$ cat src/rtl/core/tdpt_pkg.sv
// Shared constants, types and helpers for the trial-division prime tester.
// Used by tdpt_div and trial_division_prime_test; depends on nothing else.
`timescale 1ns / 1ps
`default_nettype none

package tdpt_pkg;

    // Width of the datapath that the test runs on.
    localparam int VALUE_WIDTH = 32;
    // Fixed width of the candidate and echo fields on the stream ports.
    localparam int CAND_WIDTH  = 32;
    // Bits shared between a stream word and the datapath.
    localparam int COMMON_W    = (VALUE_WIDTH < CAND_WIDTH) ? VALUE_WIDTH : CAND_WIDTH;
    // Step counter for the bit-serial divider.
    localparam int CNT_W       = $clog2(VALUE_WIDTH);

    typedef logic [VALUE_WIDTH-1:0] t_value;
    typedef logic [CAND_WIDTH-1:0]  t_cand;

    // Control from the sequencer to the divider.
    typedef struct packed {
        logic   start;
        t_value dividend;
        t_value divisor;
    } t_div_req;

    // Status and result from the divider back to the sequencer.
    typedef struct packed {
        logic   busy;
        logic   done;
        t_value quotient;
        logic   rem_zero;
    } t_div_rsp;

    // Keep the low bits of a stream word that fit the datapath.
    function automatic t_value to_value(input t_cand c);
        t_value v;
        v = '0;
        for (int i = 0; i < COMMON_W; i++) begin
            v[i] = c[i];
        end
        return v;
    endfunction

    // Zero-extend or truncate a datapath value back to the stream width.
    function automatic t_cand to_cand(input t_value v);
        t_cand c;
        c = '0;
        for (int i = 0; i < COMMON_W; i++) begin
            c[i] = v[i];
        end
        return c;
    endfunction

endpackage

`default_nettype wire

$ cat src/rtl/core/tdpt_div.sv
// Bit-serial restoring divider: one quotient bit per cycle.
// Depends on tdpt_pkg for widths and the request/response structs.
`timescale 1ns / 1ps
`default_nettype none

module tdpt_div
    import tdpt_pkg::*;
(
    input  wire logic     i_clk,
    input  wire logic     i_rst_n,
    input  wire t_div_req i_req,
    output t_div_rsp      o_rsp
);

    t_value           r_quo;
    t_value           r_rem;
    t_value           r_dsr;
    logic [CNT_W-1:0] r_cnt;
    logic             r_busy;
    logic             r_done;

    logic [VALUE_WIDTH:0] w_shift;
    logic [VALUE_WIDTH:0] w_diff;
    logic                 w_fit;

    // Shift the next dividend bit into the partial remainder and trial-subtract.
    assign w_shift = {r_rem, r_quo[VALUE_WIDTH-1]};
    assign w_diff  = w_shift - {1'b0, r_dsr};
    assign w_fit   = ~w_diff[VALUE_WIDTH];

    always_ff @(posedge i_clk) begin
        if (!i_rst_n) begin
            r_busy <= 1'b0;
            r_done <= 1'b0;
            r_cnt  <= '0;
        end else begin
            r_done <= 1'b0;
            if (i_req.start) begin
                r_busy <= 1'b1;
                r_cnt  <= CNT_W'(VALUE_WIDTH - 1);
            end else if (r_busy) begin
                r_cnt <= r_cnt - CNT_W'(1);
                if (r_cnt == '0) begin
                    r_busy <= 1'b0;
                    r_done <= 1'b1;
                end
            end
        end
    end

    always_ff @(posedge i_clk) begin
        if (i_req.start) begin
            r_quo <= i_req.dividend;
            r_rem <= '0;
            r_dsr <= i_req.divisor;
        end else if (r_busy) begin
            r_quo <= {r_quo[VALUE_WIDTH-2:0], w_fit};
            r_rem <= w_fit ? w_diff[VALUE_WIDTH-1:0] : w_shift[VALUE_WIDTH-1:0];
        end
    end

    assign o_rsp.busy     = r_busy;
    assign o_rsp.done     = r_done;
    assign o_rsp.quotient = r_quo;
    assign o_rsp.rem_zero = (r_rem == '0);

    a_start_runs: assert property (@(posedge i_clk) disable iff (!i_rst_n)
        i_req.start |=> r_busy)
        else $error("divider did not start");
    a_last_step_done: assert property (@(posedge i_clk) disable iff (!i_rst_n)
        (r_busy && !i_req.start && r_cnt == '0) |=> (r_done && !r_busy))
        else $error("divider missed its last step");
    a_done_idle: assert property (@(posedge i_clk) disable iff (!i_rst_n)
        r_done |-> !r_busy)
        else $error("divider done while still busy");

endmodule

`default_nettype wire

$ cat config.mk
export PLATFORM = sky130hd
export DESIGN_NAME = tdpt_div
export DESIGN_NICKNAME = d
export VERILOG_FILES = /design/src/rtl/core/tdpt_pkg.sv /design/src/rtl/core/tdpt_div.sv
export SDC_FILE = /design/constraint.sdc
export NUM_CORES = 1
export LEC_CHECK = 0
export CAP_MARGIN = 15
export CORE_ASPECT_RATIO = 1.4
export CORE_UTILIZATION = 35
export DETAILED_ROUTE_END_ITERATION = 8
export DONT_BUFFER_PORTS = 1
export PLACE_DENSITY_LB_ADDON = 0.15
export RECOVER_POWER = 100
export SLEW_MARGIN = 20
export SYNTH_ARGS = -nofsm -noshare
export SYNTH_HDL_FRONTEND = slang
export SYNTH_SLANG_ARGS = --single-unit
$ cat constraint.sdc
create_clock -name i_clk -period 2.9 [get_ports i_clk]
set_input_delay 0.29 -clock i_clk [delete_from_list [all_inputs] [get_ports i_clk]]
set_output_delay 0.29 -clock i_clk [all_outputs]
set_load 0.01 [all_outputs]
Word-level counts from Yosys, hierarchy flattened
Index checks and enable logic that the tools add are counted.

Input bits: 67. Output and inout bits: 35. Register bits: 103. Logic and storage cells: 24.

Multiplexer cells: 9. Bitwise gates (word level): 3. Add/subtract/negate cells: 2. Reductions and logical operators: 4.

Operator list (number): $mux 32 (3); $sub 33x32->33 (1); $logic_not 32->1 (1); $mux 5 (2); $logic_not 5->1 (1); $sub 5x1->5 const B (1); $mux 1 (4); $not 1->1 (3); $reduce_or 3->1 (1); $reduce_bool 2->1 (1).

Logic depth before layout (Yosys ltp)
Gate-level depths: netlist of the first run.

Depth after elaboration: 4. Depth in mapped cells: 13. Gate-level depth less buffers: 12.

Worst setup path after synthesis of the first run
No wires, ideal clock.

Path type: register to register. Start point: register r_quo[31]. End point: register r_rem[24]. Cell stages (with the launch flop): 14. Arrival time: 2793 ps. Setup time: 129 ps. Path buffers: 1. Clock period less this slack: 2921 ps. Required time: 2771 ps. Setup slack: -21 ps. Cells stage by stage: edfxtp_1 -> inv_1 -> ha_1 -> fa_1 -> nand2b_1 -> a21o_1 -> nand2_2 -> a21oi_2 -> o31ai_4 -> a211oi_4 -> xnor2_4 -> buf_4 -> mux2i_1 -> o21ai_0.

Word-level cells in the longest chain between the ends: 2.

RTL lines: from (decl) (RTL line tdpt_div.sv:15) `t_value r_quo;`; from (signal assigned) (RTL line tdpt_div.sv:53) `r_quo <= i_req.dividend;`; from (signal assigned) (RTL line tdpt_div.sv:57) `r_quo <= {r_quo[VALUE_WIDTH-2:0], w_fit};`; $sub 33x32->33 (RTL line tdpt_div.sv:28) `assign w_diff = w_shift - {1'b0, r_dsr};`; $mux 32 (RTL line tdpt_div.sv:58) `r_rem <= w_fit ? w_diff[VALUE_WIDTH-1:0] : w_shift[VALUE_WIDTH-1:0];`; to (signal assigned) (RTL line tdpt_div.sv:58); to (decl) (RTL line tdpt_div.sv:16) `t_value r_rem;`.

No other way between the ends. A chain may end at the register's enable or synchronous reset.

Worst setup path after layout of the first run
Start point: register r_dsr[0]. End point: register r_quo[0] (data pin).

Word-level cells in the longest chain between the ends: 4.

RTL lines: from (decl) (RTL line tdpt_div.sv:17) `t_value r_dsr;`; from (signal assigned) (RTL line tdpt_div.sv:55) `r_dsr <= i_req.divisor;`; $sub 33x32->33 (RTL line tdpt_div.sv:28); $not 1->1 (RTL line tdpt_div.sv:29) `assign w_fit = ~w_diff[VALUE_WIDTH];`; $mux 32 (RTL line tdpt_div.sv:56) `end else if (r_busy) begin`; $mux 32 (RTL line tdpt_div.sv:52) `if (i_req.start) begin`.

No other way between the ends. The select of a mux whose other input is x is not followed.

==> results of run 1 <==
power by group through the flow:
stage	clock network [uW]	registers [uW]	logic, uW
finish	1260	1800	749
global route	1350	1820	834
CTS	1310	1800	724
detailed placement	0	1830	722
global placement	0	1830	717
floorplan	0	1800	568
worst reg2reg max path: stages, from the launching register on:
cell and delay (ns):
edfxtp_1 0.42, ha_4 0.19, fa_2 0.38, nand2b_4 0.15, a21o_1 0.21, nand2_2 0.08
a21oi_2 0.08, o31ai_4 0.29, a211oi_4 0.13, xnor2_4 0.17, buf_12 0.15, buf_12 0.14
mux2_2 0.27
layout by cell type (no fill, tap or decap), types with 7 or more instances in the layout:
| cell type | netlist | layout |
|---|---|---|
| inv_1 | 42 | 42 |
| o21ai_0 | 23 | 16 |
| a21o_1 | 9 | 9 |
| mux2_2 | 32 | 32 |
| xor2_1 | 16 | 16 |
| edfxtp_1 | 64 | 64 |
| nand4_1 | 7 | 7 |
| a21oi_1 | 32 | 30 |
| mux2i_1 | 29 | 28 |
| clkbuf_16 | 0 | 9 |
| nor2_1 | 49 | 49 |
| dfxtp_1 | 39 | 39 |
| nor4_1 | 9 | 8 |
| ha_1 | 34 | 32 |
| xnor2_1 | 15 | 15 |
| buf_4 | 5 | 22 |
| nand2_1 | 39 | 39 |
| a211oi_1 | 19 | 18 |
sequential cells by signal (all words and copies together) (netlist names):
register / flops
r_quo: 32
r_busy: 1
r_done: 1
r_cnt: 5
r_dsr: 32
r_rem: 32
metrics by stage:
stage	cell area [um^2]	util	TNS [ns]	instances	hold slack, ns
floorplan	6002	-	0	574	0.3889
global placement	6316	0.3772	0	773	0.3774
detailed placement	6316	0.3772	-0.02579	773	0.3876
CTS	6624	0.3955	0	789	0.002717
global route	6750	0.4031	-1.223	795	0.001194
finish	6750	0.4031	0	795	0.02143
synth_stat cells, types with 16 or more instances:
cell type | instances | share of area
xor2_1 | 16 | 0.023
ha_1 | 34 | 0.071
dfxtp_1 | 39 | 0.13
nand2_1 | 39 | 0.024
edfxtp_1 | 64 | 0.32
mux2i_1 | 29 | 0.048
o21ai_0 | 23 | 0.019
a211oi_1 | 19 | 0.024
nor2_1 | 49 | 0.031
a21oi_1 | 32 | 0.027
inv_1 | 42 | 0.026
mux2_2 | 32 | 0.060
worst max-delay path by stage:
stage	cells past startpoint	slack, ns	end	from
final	12	0.008	r_quo[0]$_DFFE_PP_	r_dsr[0]$_DFFE_PP_
after global routing	12	-0.09	r_quo[0]$_DFFE_PP_	r_dsr[0]$_DFFE_PP_
after CTS	11	0.02	r_rem[31]$_SDFFE_PP0P_	r_dsr[11]$_DFFE_PP_
after detailed placement	11	-0.02	r_rem[31]$_SDFFE_PP0P_	r_dsr[11]$_DFFE_PP_
after global placement	11	0.02	r_rem[27]$_SDFFE_PP0P_	r_dsr[11]$_DFFE_PP_
after floorplan	13	0.04	r_rem[27]$_SDFFE_PP0P_	r_quo[31]$_DFFE_PP_
what timing repair did:
action	4_1_cts	5_1_grt
buffers inserted	0	5
setup endpoints to repair	2	32
hold buffers	0	1
pin swaps	0	14
resized for setup	2	19
endpoints found under the hold margin	0	1
per-layer routing:
metal  GRT usage  up-vias
met3     0.04415       13
met2      0.2795      106
met1      0.1860     2020
met5           0        -
met4     0.05841        0
li1            -     2118
final cells by class:
cell class                 instances  share of cell area
timing repair buffer              30             0.04022
clock inverter                     7             0.01168
multi-input combinational        401              0.4534
tap                              203             0.03763
sequential                       103              0.4004
inverter                          42             0.02335
clock buffer                       9             0.03336
logic make-up (layout without fill, tap and decap cells):
logic type / after synthesis / after routing / share of synthesized area
xor gates and xnor gates: 32 / 32 / 0.04988
buffers and inverters: 70 / 88 / 0.05196
AOI/OAI and AO/OA: 128 / 128 / 0.1477
and+or+nand+nor: 145 / 145 / 0.1169
adders and majority gates: 35 / 35 / 0.07429
muxes: 61 / 61 / 0.1085
DFF: 103 / 103 / 0.4508
==> flow_metrics.py, run 1 <==
metrics = {
    "status": {
        "status": "complete, no violations",
    },
    "grt": {
        "grt_pass1_vias": 4436,
        "grt_pass1_wl_mm": 21.96,
        "overflow": 0,
        "grt_max_degree": 92,
        "antenna_found_initial": 0,
        "track_usage": 0.1599,
    },
    "worst_setup_path": {
        "crit_fanout": 10,
        "r2r-end": "r_quo[0]$_DFFE_PP_",
        "worst_setup_path_start_kind": "flop",
        "path_buf_inv": 2,
        "crit_chain": "ha_4, fa_2, nand2b_4, a21o_1, nand2_2, a21oi_2, o31ai_4, a211oi_4, xnor2_4, buf_12, buf_12, mux2_2",
        "reg2reg_depth": 12,
        "crit_arrival_ns": 3.00,
        "end_kind": "flop",
        "path_class": "reg2reg",
        "critPathRequiredTime_ns": 3.01,
        "reg2reg_slack_ns": 0.008,
        "cp_common_cell": "buf_12",
        "max_stage_delay_ns": 0.42,
        "rr_startpoint": "r_dsr[0]$_DFFE_PP_",
        "crit_family": "compound AO/OA/AOI/OAI gates",
        "crit_slowest_cell": "edfxtp_1",
    },
    "floorplanning": {
        "fp.dieW_um": 112.6,
        "io_pins": 102,
        "fp.dieH_um": 156.9,
        "core_area_um2": 16750,
        "dieArea_um2": 17670,
        "start_util": 0.3580,
        "rows": 56,
    },
    "finish": {
        "layout-drive-gt1-share": 0.1757,
        "register_area_um2": 2703,
        "synthToLayoutAreaGrowth_pct": 12.58,
        "multi_input_area_um2": 3060,
        "diodes": 0,
        "nFillCells": 1614,
        "fin_nets": 689,
    },
    "cts": {
        "clk_path_buf_depth": 2,
        "cts_made_buffers": 9,
        "clock-sinks": 103,
        "cts_root_buffer": "clkbuf_16",
        "cts.clk_slew.worst_paths_ns": 0.08,
        "clock_latency_ns": 0.36,
        "tritoncts": "done",
        "h-tree-depth": 3,
    },
    "min_path": {
        "min_path_type": "in2reg",
        "min-delay-start": "i_req[15]",
        "hold_depth": 0,
        "min_to": "r_dsr[15]$_DFFE_PP_",
    },
    "power_and_ir_drop": {
        "p_total_uw": 3813,
        "pwr-share-comb": 0.196,
        "power_leakage_uw": 0.002651,
        "p_seq_frac": 0.472,
        "vdd_drop_max_mv": 0.2816,
        "p_per_area_nw_per_um2": 564.9,
        "p_clk_frac": 0.331,
        "p_int_uw": 2658,
        "p_switching_uw": 1155,
        "switching_share": 0.3029,
    },
    "timing": {
        "fin_ws_ns": 0.007771,
        "worstMarginPinSlew_ns": 0.7974,
        "rsz0062_at_grt": "yes",
        "hold_violations": 0,
        "min_period_ns": 2.892,
        "period_share": 0.9973,
        "max_slew_margin": 0.4684,
        "final_max_slew_viol_count": 0,
        "fin_skew_ns": 0.01309,
        "timing.fmax_ghz": 0.3458,
        "setup_violations": 0,
    },
    "routing": {
        "vias": 4257,
        "wl_met1_mm": 6.022,
        "topRoutingLayerUsed": "met4",
        "wl_met3_um": 763,
        "dr.pass1.iters": 4,
        "post-route-drc-count": 0,
        "first_iter_violations": 191,
        "ant_nets": 0,
        "wl_per_cell_um": 17.31,
        "vias_per_cell": 5.355,
        "routed_wl_mm": 13.76,
        "dr_wl_met2_mm": 6.731,
    },
    "synth": {
        "synthCells": 574,
        "ys_seq_elements": 103,
        "synth-seq-area-share": 0.4508,
        "synth_flop_cell": "edfxtp_1",
        "synth.net_count": 676,
        "synth_edf_count": 64,
        "synthArstFlopShare": 0,
        "syn_area_um2": 5996,
        "yosysUniqueCellTypes": 65,
        "synth_warnings": 0,
        "avgSynthCellArea_um2": 10.45,
    },
    "placed_design": {
        "post-dp-hpwl_mm": 9.749,
        "place.gp.congestion": 0.8312,
        "pre_cts_ws_ns": -0.02449,
        "io_buffers": 0,
    },
    "job": {
        "drv_cap": 0,
    },
}
No activity file was read; power rests on OpenSTA's default activity.
==> run 2: changes to the inputs <==
- CORE_ASPECT_RATIO: 1.4 -> 1.5
==> run 2 against run 1 <==
Net effect: the run now ends with setup timing left; wire length grew 3.5%; first-iteration DRC count increased by 15%; final area up 3.1%; sequential power is essentially flat; hold slack lost 0.00074 ns; critical path type unchanged; largest power group unchanged.
==> flow_metrics.py, run 2 (synthesis gave the netlist of run 1 again) <==
metrics = {
    "status": {
        "status": "finished with violations",
        "violations": "setup timing",
    },
    "min_path": {
        "hold_depth": 1,
        "min_to": "r_rem[18]$_SDFFE_PP0P_",
        "min_path_type": "in2reg",
        "min-delay-start": "i_req[64]",
    },
    "grt": {
        "overflow": 0,
        "track_usage": 0.1659,
        "antenna_found_initial": 0,
        "grt_pass1_vias": 4454,
        "grt_pass1_wl_mm": 22.25,
        "grt_max_degree": 91,
    },
    "timing": {
        "period_share": 1.004,
        "fin_skew_ns": 0.01212,
        "rsz0062_at_grt": "yes",
        "fin_ws_ns": -0.01192,
        "min_period_ns": 2.912,
        "final_max_slew_viol_count": 0,
        "worstMarginPinSlew_ns": 1.020,
        "hold_violations": 0,
        "max_slew_margin": 0.3203,
        "timing.fmax_ghz": 0.3434,
        "setup_violations": 2,
        "hold_ws_ns": 0.02068,
    },
    "routing": {
        "routed_wl_mm": 14.25,
        "vias": 4287,
        "post-route-drc-count": 0,
        "ant_nets": 0,
        "wl_per_cell_um": 17.72,
        "first_iter_violations": 219,
        "vias_per_cell": 5.332,
        "dr.pass1.iters": 4,
    },
    "cts": {
        "cts.clk_slew.worst_paths_ns": 0.07,
        "clock_latency_ns": 0.36,
        "cts_root_buffer": "clkbuf_16",
        "clk_path_buf_depth": 2,
        "cts_made_buffers": 9,
        "clock-sinks": 103,
        "h-tree-depth": 3,
        "tritoncts": "done",
    },
    "worst_setup_path": {
        "reg2reg_slack_ns": -0.01,
        "rr_startpoint": "r_dsr[0]$_DFFE_PP_",
        "critPathRequiredTime_ns": 3.17,
        "r2r-end": "r_rem[14]$_SDFFE_PP0P_",
        "crit_arrival_ns": 3.18,
        "reg2reg_depth": 13,
        "crit_fanout": 8,
        "end_kind": "flop",
        "path_class": "reg2reg",
        "worst_setup_path_start_kind": "flop",
    },
    "power_and_ir_drop": {
        "switching_share": 0.2685,
        "p_switching_uw": 1095,
        "p_clk_frac": 0.368,
        "p_seq_frac": 0.440,
        "pwr-share-comb": 0.192,
        "vdd_drop_max_mv": 0.3855,
        "power_leakage_uw": 0.002715,
        "p_per_area_nw_per_um2": 586.0,
        "p_int_uw": 2983,
        "p_total_uw": 4078,
    },
    "finish": {
        "fin_area_um2": 6959,
        "diodes": 0,
        "register_area_um2": 2703,
        "reg_top3": "r_dsr (32), r_quo (32), r_rem (32)",
        "layout-drive-gt1-share": 0.1936,
        "fin_nets": 691,
        "synthToLayoutAreaGrowth_pct": 16.07,
        "nFillCells": 1599,
        "final_cell_mix": "edfxtp_1 (64), nor2_1 (49), inv_1 (41), nand2_1 (39), dfxtp_1 (39)",
        "final_common_cell": "edfxtp_1",
        "fin_util": 0.4151,
        "multi_input_area_um2": 3136,
    },
    "floorplanning": {
        "core_area_um2": 16760,
        "start_util": 0.3577,
        "dieArea_um2": 17670,
        "io_pins": 102,
        "rows": 58,
        "fp.dieH_um": 162.3,
        "fp.dieW_um": 108.9,
    },
    "placed_design": {
        "post-dp-hpwl_mm": 9.667,
        "post_dp_cell_area_um2": 6282,
        "pre_cts_ws_ns": -0.07435,
        "io_buffers": 0,
        "place.gp.congestion": 0.8430,
    },
    "job": {
        "drv_cap": 0,
    },
}
## run 2: cell type report
type                            count  area share
Multi-Input combinational cell    401      0.4506
Sequential cell                   103      0.3883
Timing Repair Buffer               32     0.04782
Tap cell                          210     0.03776
Clock buffer                        9     0.03236
Inverter                           42     0.02265
Clock inverter                      7     0.02050
## run 2: worst max-delay path by stage
stage                              startpoint                      to  depth (start not counted)
final                      r_dsr[0]$_DFFE_PP_  r_rem[14]$_SDFFE_PP0P_                         13
after global routing       r_dsr[0]$_DFFE_PP_  r_rem[26]$_SDFFE_PP0P_                         13
after CTS                  r_dsr[0]$_DFFE_PP_      r_quo[0]$_DFFE_PP_                         12
after detailed placement  r_quo[31]$_DFFE_PP_  r_rem[30]$_SDFFE_PP0P_                         12
after global placement     r_dsr[0]$_DFFE_PP_  r_rem[30]$_SDFFE_PP0P_                         11
after floorplan           r_quo[31]$_DFFE_PP_  r_rem[27]$_SDFFE_PP0P_                         13
## run 2: power groups by stage
| stage | Clock [uW] | Combinational (uW) | Sequential [uW] |
|---|---|---|---|
| after CTS | 1550 | 738 | 1800 |
| final | 1500 | 782 | 1800 |
| after global routing | 1590 | 865 | 1810 |
| after floorplan | 0 | 568 | 1800 |
| after detailed placement | 0 | 710 | 1820 |
| after global placement | 0 | 711 | 1830 |
## run 2: what timing repair did
item                                    CTS  global route
cloned                                    1             2
gates resized for setup                   7            37
pin swaps                                 7            23
hold endpoints to repair                  2             0
setup buffers                             5             5
endpoints found under the setup margin    6            33
hold buffers                              1             0
## run 2: critical path: stages, from the launching register on
cell,delay [ns]
edfxtp_1,0.44
ha_4,0.19
fa_2,0.38
nand2b_4,0.15
a21o_1,0.19
nand2_2,0.10
a21oi_4,0.08
o31ai_4,0.25
a211oi_4,0.13
xnor2_4,0.17
buf_12,0.16
clkbuf_16,0.16
and3_4,0.17
nor4_2,0.23
## run 2: stage by stage
| stage | setup TNS [ns] | cells |
|---|---|---|
| 4_1_cts | -0.1577 | 799 |
| 5_1_grt | -1.800 | 804 |
| 3_3_place_gp | -0.04332 | 776 |
| 2_1_floorplan | 0 | 574 |
| 3_5_place_dp | -0.09639 | 776 |
| 6_report | -0.02305 | 804 |
## run 2: routing by layer
layer  wire, um  up-vias  global-route usage  part of all wire
li1           -     2115                   -                 -
met1       5683     2040              0.1755              0.40
met2       7467      109              0.3019              0.52
met3        673       23             0.03772             0.047
met4        420        0             0.08047             0.029
met5          0        -                   0                 0
==> run 3: changes to the inputs <==
- CORE_MARGIN: not set -> 8
- clock period: 2.9 -> 3.26 ns (I/O delays scaled with it)
==> run 3 against run 2 <==
Net effect: the run ends with capacitance limit, slew limit left; highest routed layer unchanged; wire length barely moved; critical path type unchanged; core utilization decreased by 2.7 points; final cell count is 3.0% lower.
==> flow_metrics.py, run 3 (synthesis gave the netlist of run 1 again) <==
metrics = {
    "worst_setup_path": {
        "crit_chain": "inv_1, ha_1, fa_1, nand2b_1, a21o_1, a221oi_1, o21ai_0, o31a_1, o21ai_0, xor2_1, mux2i_1, o21ai_0",
        "path_buf_inv": 1,
        "end_kind": "flop",
        "crit_slowest_cell": "fa_1",
        "critPathRequiredTime_ns": 3.53,
        "crit_fanout": 3,
        "worst_setup_path_start_kind": "flop",
        "cp_common_cell": "o21ai_0",
        "crit_family": "compound AO/OA/AOI/OAI gates",
        "path_class": "reg2reg",
        "max_stage_delay_ns": 0.41,
        "crit_arrival_ns": 3.26,
    },
    "finish": {
        "nFillCells": 1651,
        "fin_util": 0.3877,
        "fin_nets": 667,
        "fin_area_um2": 6499,
        "diodes": 0,
        "final_common_cell": "edfxtp_1",
        "final_cell_mix": "edfxtp_1 (64), nor2_1 (49), inv_1 (42), nand2_1 (39), dfxtp_1 (39)",
        "layout-drive-gt1-share": 0.1211,
        "reg_top3": "r_dsr (32), r_quo (32), r_rem (32)",
        "stdcell_count": 780,
        "synthToLayoutAreaGrowth_pct": 8.389,
    },
    "grt": {
        "antenna_found_initial": 0,
        "grt_pass1_wl_mm": 22.73,
        "track_usage": 0.1334,
        "grt_pass1_vias": 4527,
        "overflow": 0,
        "grt_max_degree": 92,
    },
    "timing": {
        "max_slew_margin": -0.1169,
        "finalSetupTns_ns": 0,
        "min_period_ns": 2.987,
        "final_max_slew_viol_count": 33,
        "timing.fmax_ghz": 0.3347,
        "rsz0062_at_grt": "no",
        "setup_violations": 0,
        "fin_skew_ns": 0.008493,
        "period_share": 0.9164,
        "hold_violations": 0,
        "worstMarginPinSlew_ns": 1.675,
    },
    "placed_design": {
        "post_dp_cell_area_um2": 6177,
        "dp.cells": 764,
        "post-dp-hpwl_mm": 10.41,
        "place.gp.congestion": 0.8190,
        "io_buffers": 0,
    },
    "job": {
        "drv_cap": 1,
    },
    "routing": {
        "routed_wl_mm": 14.25,
        "vias_per_cell": 5.347,
        "post-route-drc-count": 0,
        "vias": 4171,
        "dr.pass1.iters": 4,
        "ant_nets": 0,
        "wl_per_cell_um": 18.27,
        "first_iter_violations": 161,
    },
    "min_path": {
        "min_path_type": "in2reg",
    },
    "floorplanning": {
        "io_pins": 102,
        "fp.dieH_um": 176.3,
        "rows": 58,
        "core_area_um2": 16760,
        "dieArea_um2": 21660,
        "start_util": 0.3577,
        "fp.dieW_um": 122.9,
    },
    "cts": {
        "tritoncts": "done",
        "cts.repair.resized": 0,
        "cts_made_buffers": 9,
        "h-tree-depth": 3,
        "clock_latency_ns": 0.35,
        "cts.clk_slew.worst_paths_ns": 0.08,
        "clk_path_buf_depth": 2,
        "cts_hold_buf": 0,
        "cts_root_buffer": "clkbuf_16",
        "cts_setup_buffers": 0,
        "clock-sinks": 103,
    },
    "power_and_ir_drop": {
        "power_leakage_uw": 0.002534,
        "p_int_uw": 2401,
        "switching_share": 0.2869,
        "p_switching_uw": 965.7,
        "p_total_uw": 3366,
        "p_per_area_nw_per_um2": 518.0,
        "pwr-share-comb": 0.178,
        "p_clk_frac": 0.344,
        "p_seq_frac": 0.477,
        "vdd_drop_max_mv": 0.2456,
    },
    "status": {
        "status": "finished with violations",
        "violations": "capacitance limit, slew limit",
    },
}
==> run 3: changes by cell type in the layout (fill, tap and decap cells not counted), sizes merged <==
cell | previous run | this run
buf | 26 | 6
bufinv | 4 | 0
inv | 43 | 45
clkbuf | 14 | 13
dlygate4sd3 | 1 | 0
==> run 3: final timing paths <==
check	start	cells past startpoint	to	slack [ns]
min	i_req[64]	1	r_rem[3]$_SDFFE_PP0P_	0.06
max reg2reg	r_quo[31]$_DFFE_PP_	12	r_rem[30]$_SDFFE_PP0P_	0.27
min reg2reg	r_rem[25]$_SDFFE_PP0P_	2	r_rem[25]$_SDFFE_PP0P_	0.50
max	r_quo[31]$_DFFE_PP_	12	r_rem[30]$_SDFFE_PP0P_	0.27
==> run 3: layout make-up <==
type	count	area, um^2	share of cell area
Multi-Input combinational cell	401	2982	0.4588
Sequential cell	103	2703	0.4159
Clock buffer	11	275.3	0.04236
Tap cell	210	262.8	0.04043
Inverter	42	157.7	0.02426
Timing Repair Buffer	8	65.06	0.01001
Clock inverter	5	53.80	0.008279
==> run 3: metal layers <==
metal	vias up	wire length [um]	GRT usage
met4	0	213	0.04742
met1	1976	5770	0.1457
li1	2065	-	-
met2	117	7152	0.2294
met3	13	1114	0.05021
met5	-	0	0
==> run 3: power by group through the flow <==
stage,logic (uW),registers (uW),clock network (uW)
6_report,601,1610,1160
5_1_grt,672,1620,1240
4_1_cts,608,1610,1200
3_5_place_dp,607,1630,0
3_3_place_gp,604,1640,0
2_1_floorplan,505,1600,0
==> run 3: metrics by stage <==
| step | hold WS, ns | worst slack (ns) |
|---|---|---|
| global placement | 0.4195 | 0.3008 |
| global route | 0.04068 | 0.05252 |
| detailed placement | 0.4181 | 0.2455 |
| finish | 0.06068 | 0.2725 |
| CTS | 0.03412 | 0.2244 |
| floorplan | 0.4249 | 0.3388 |
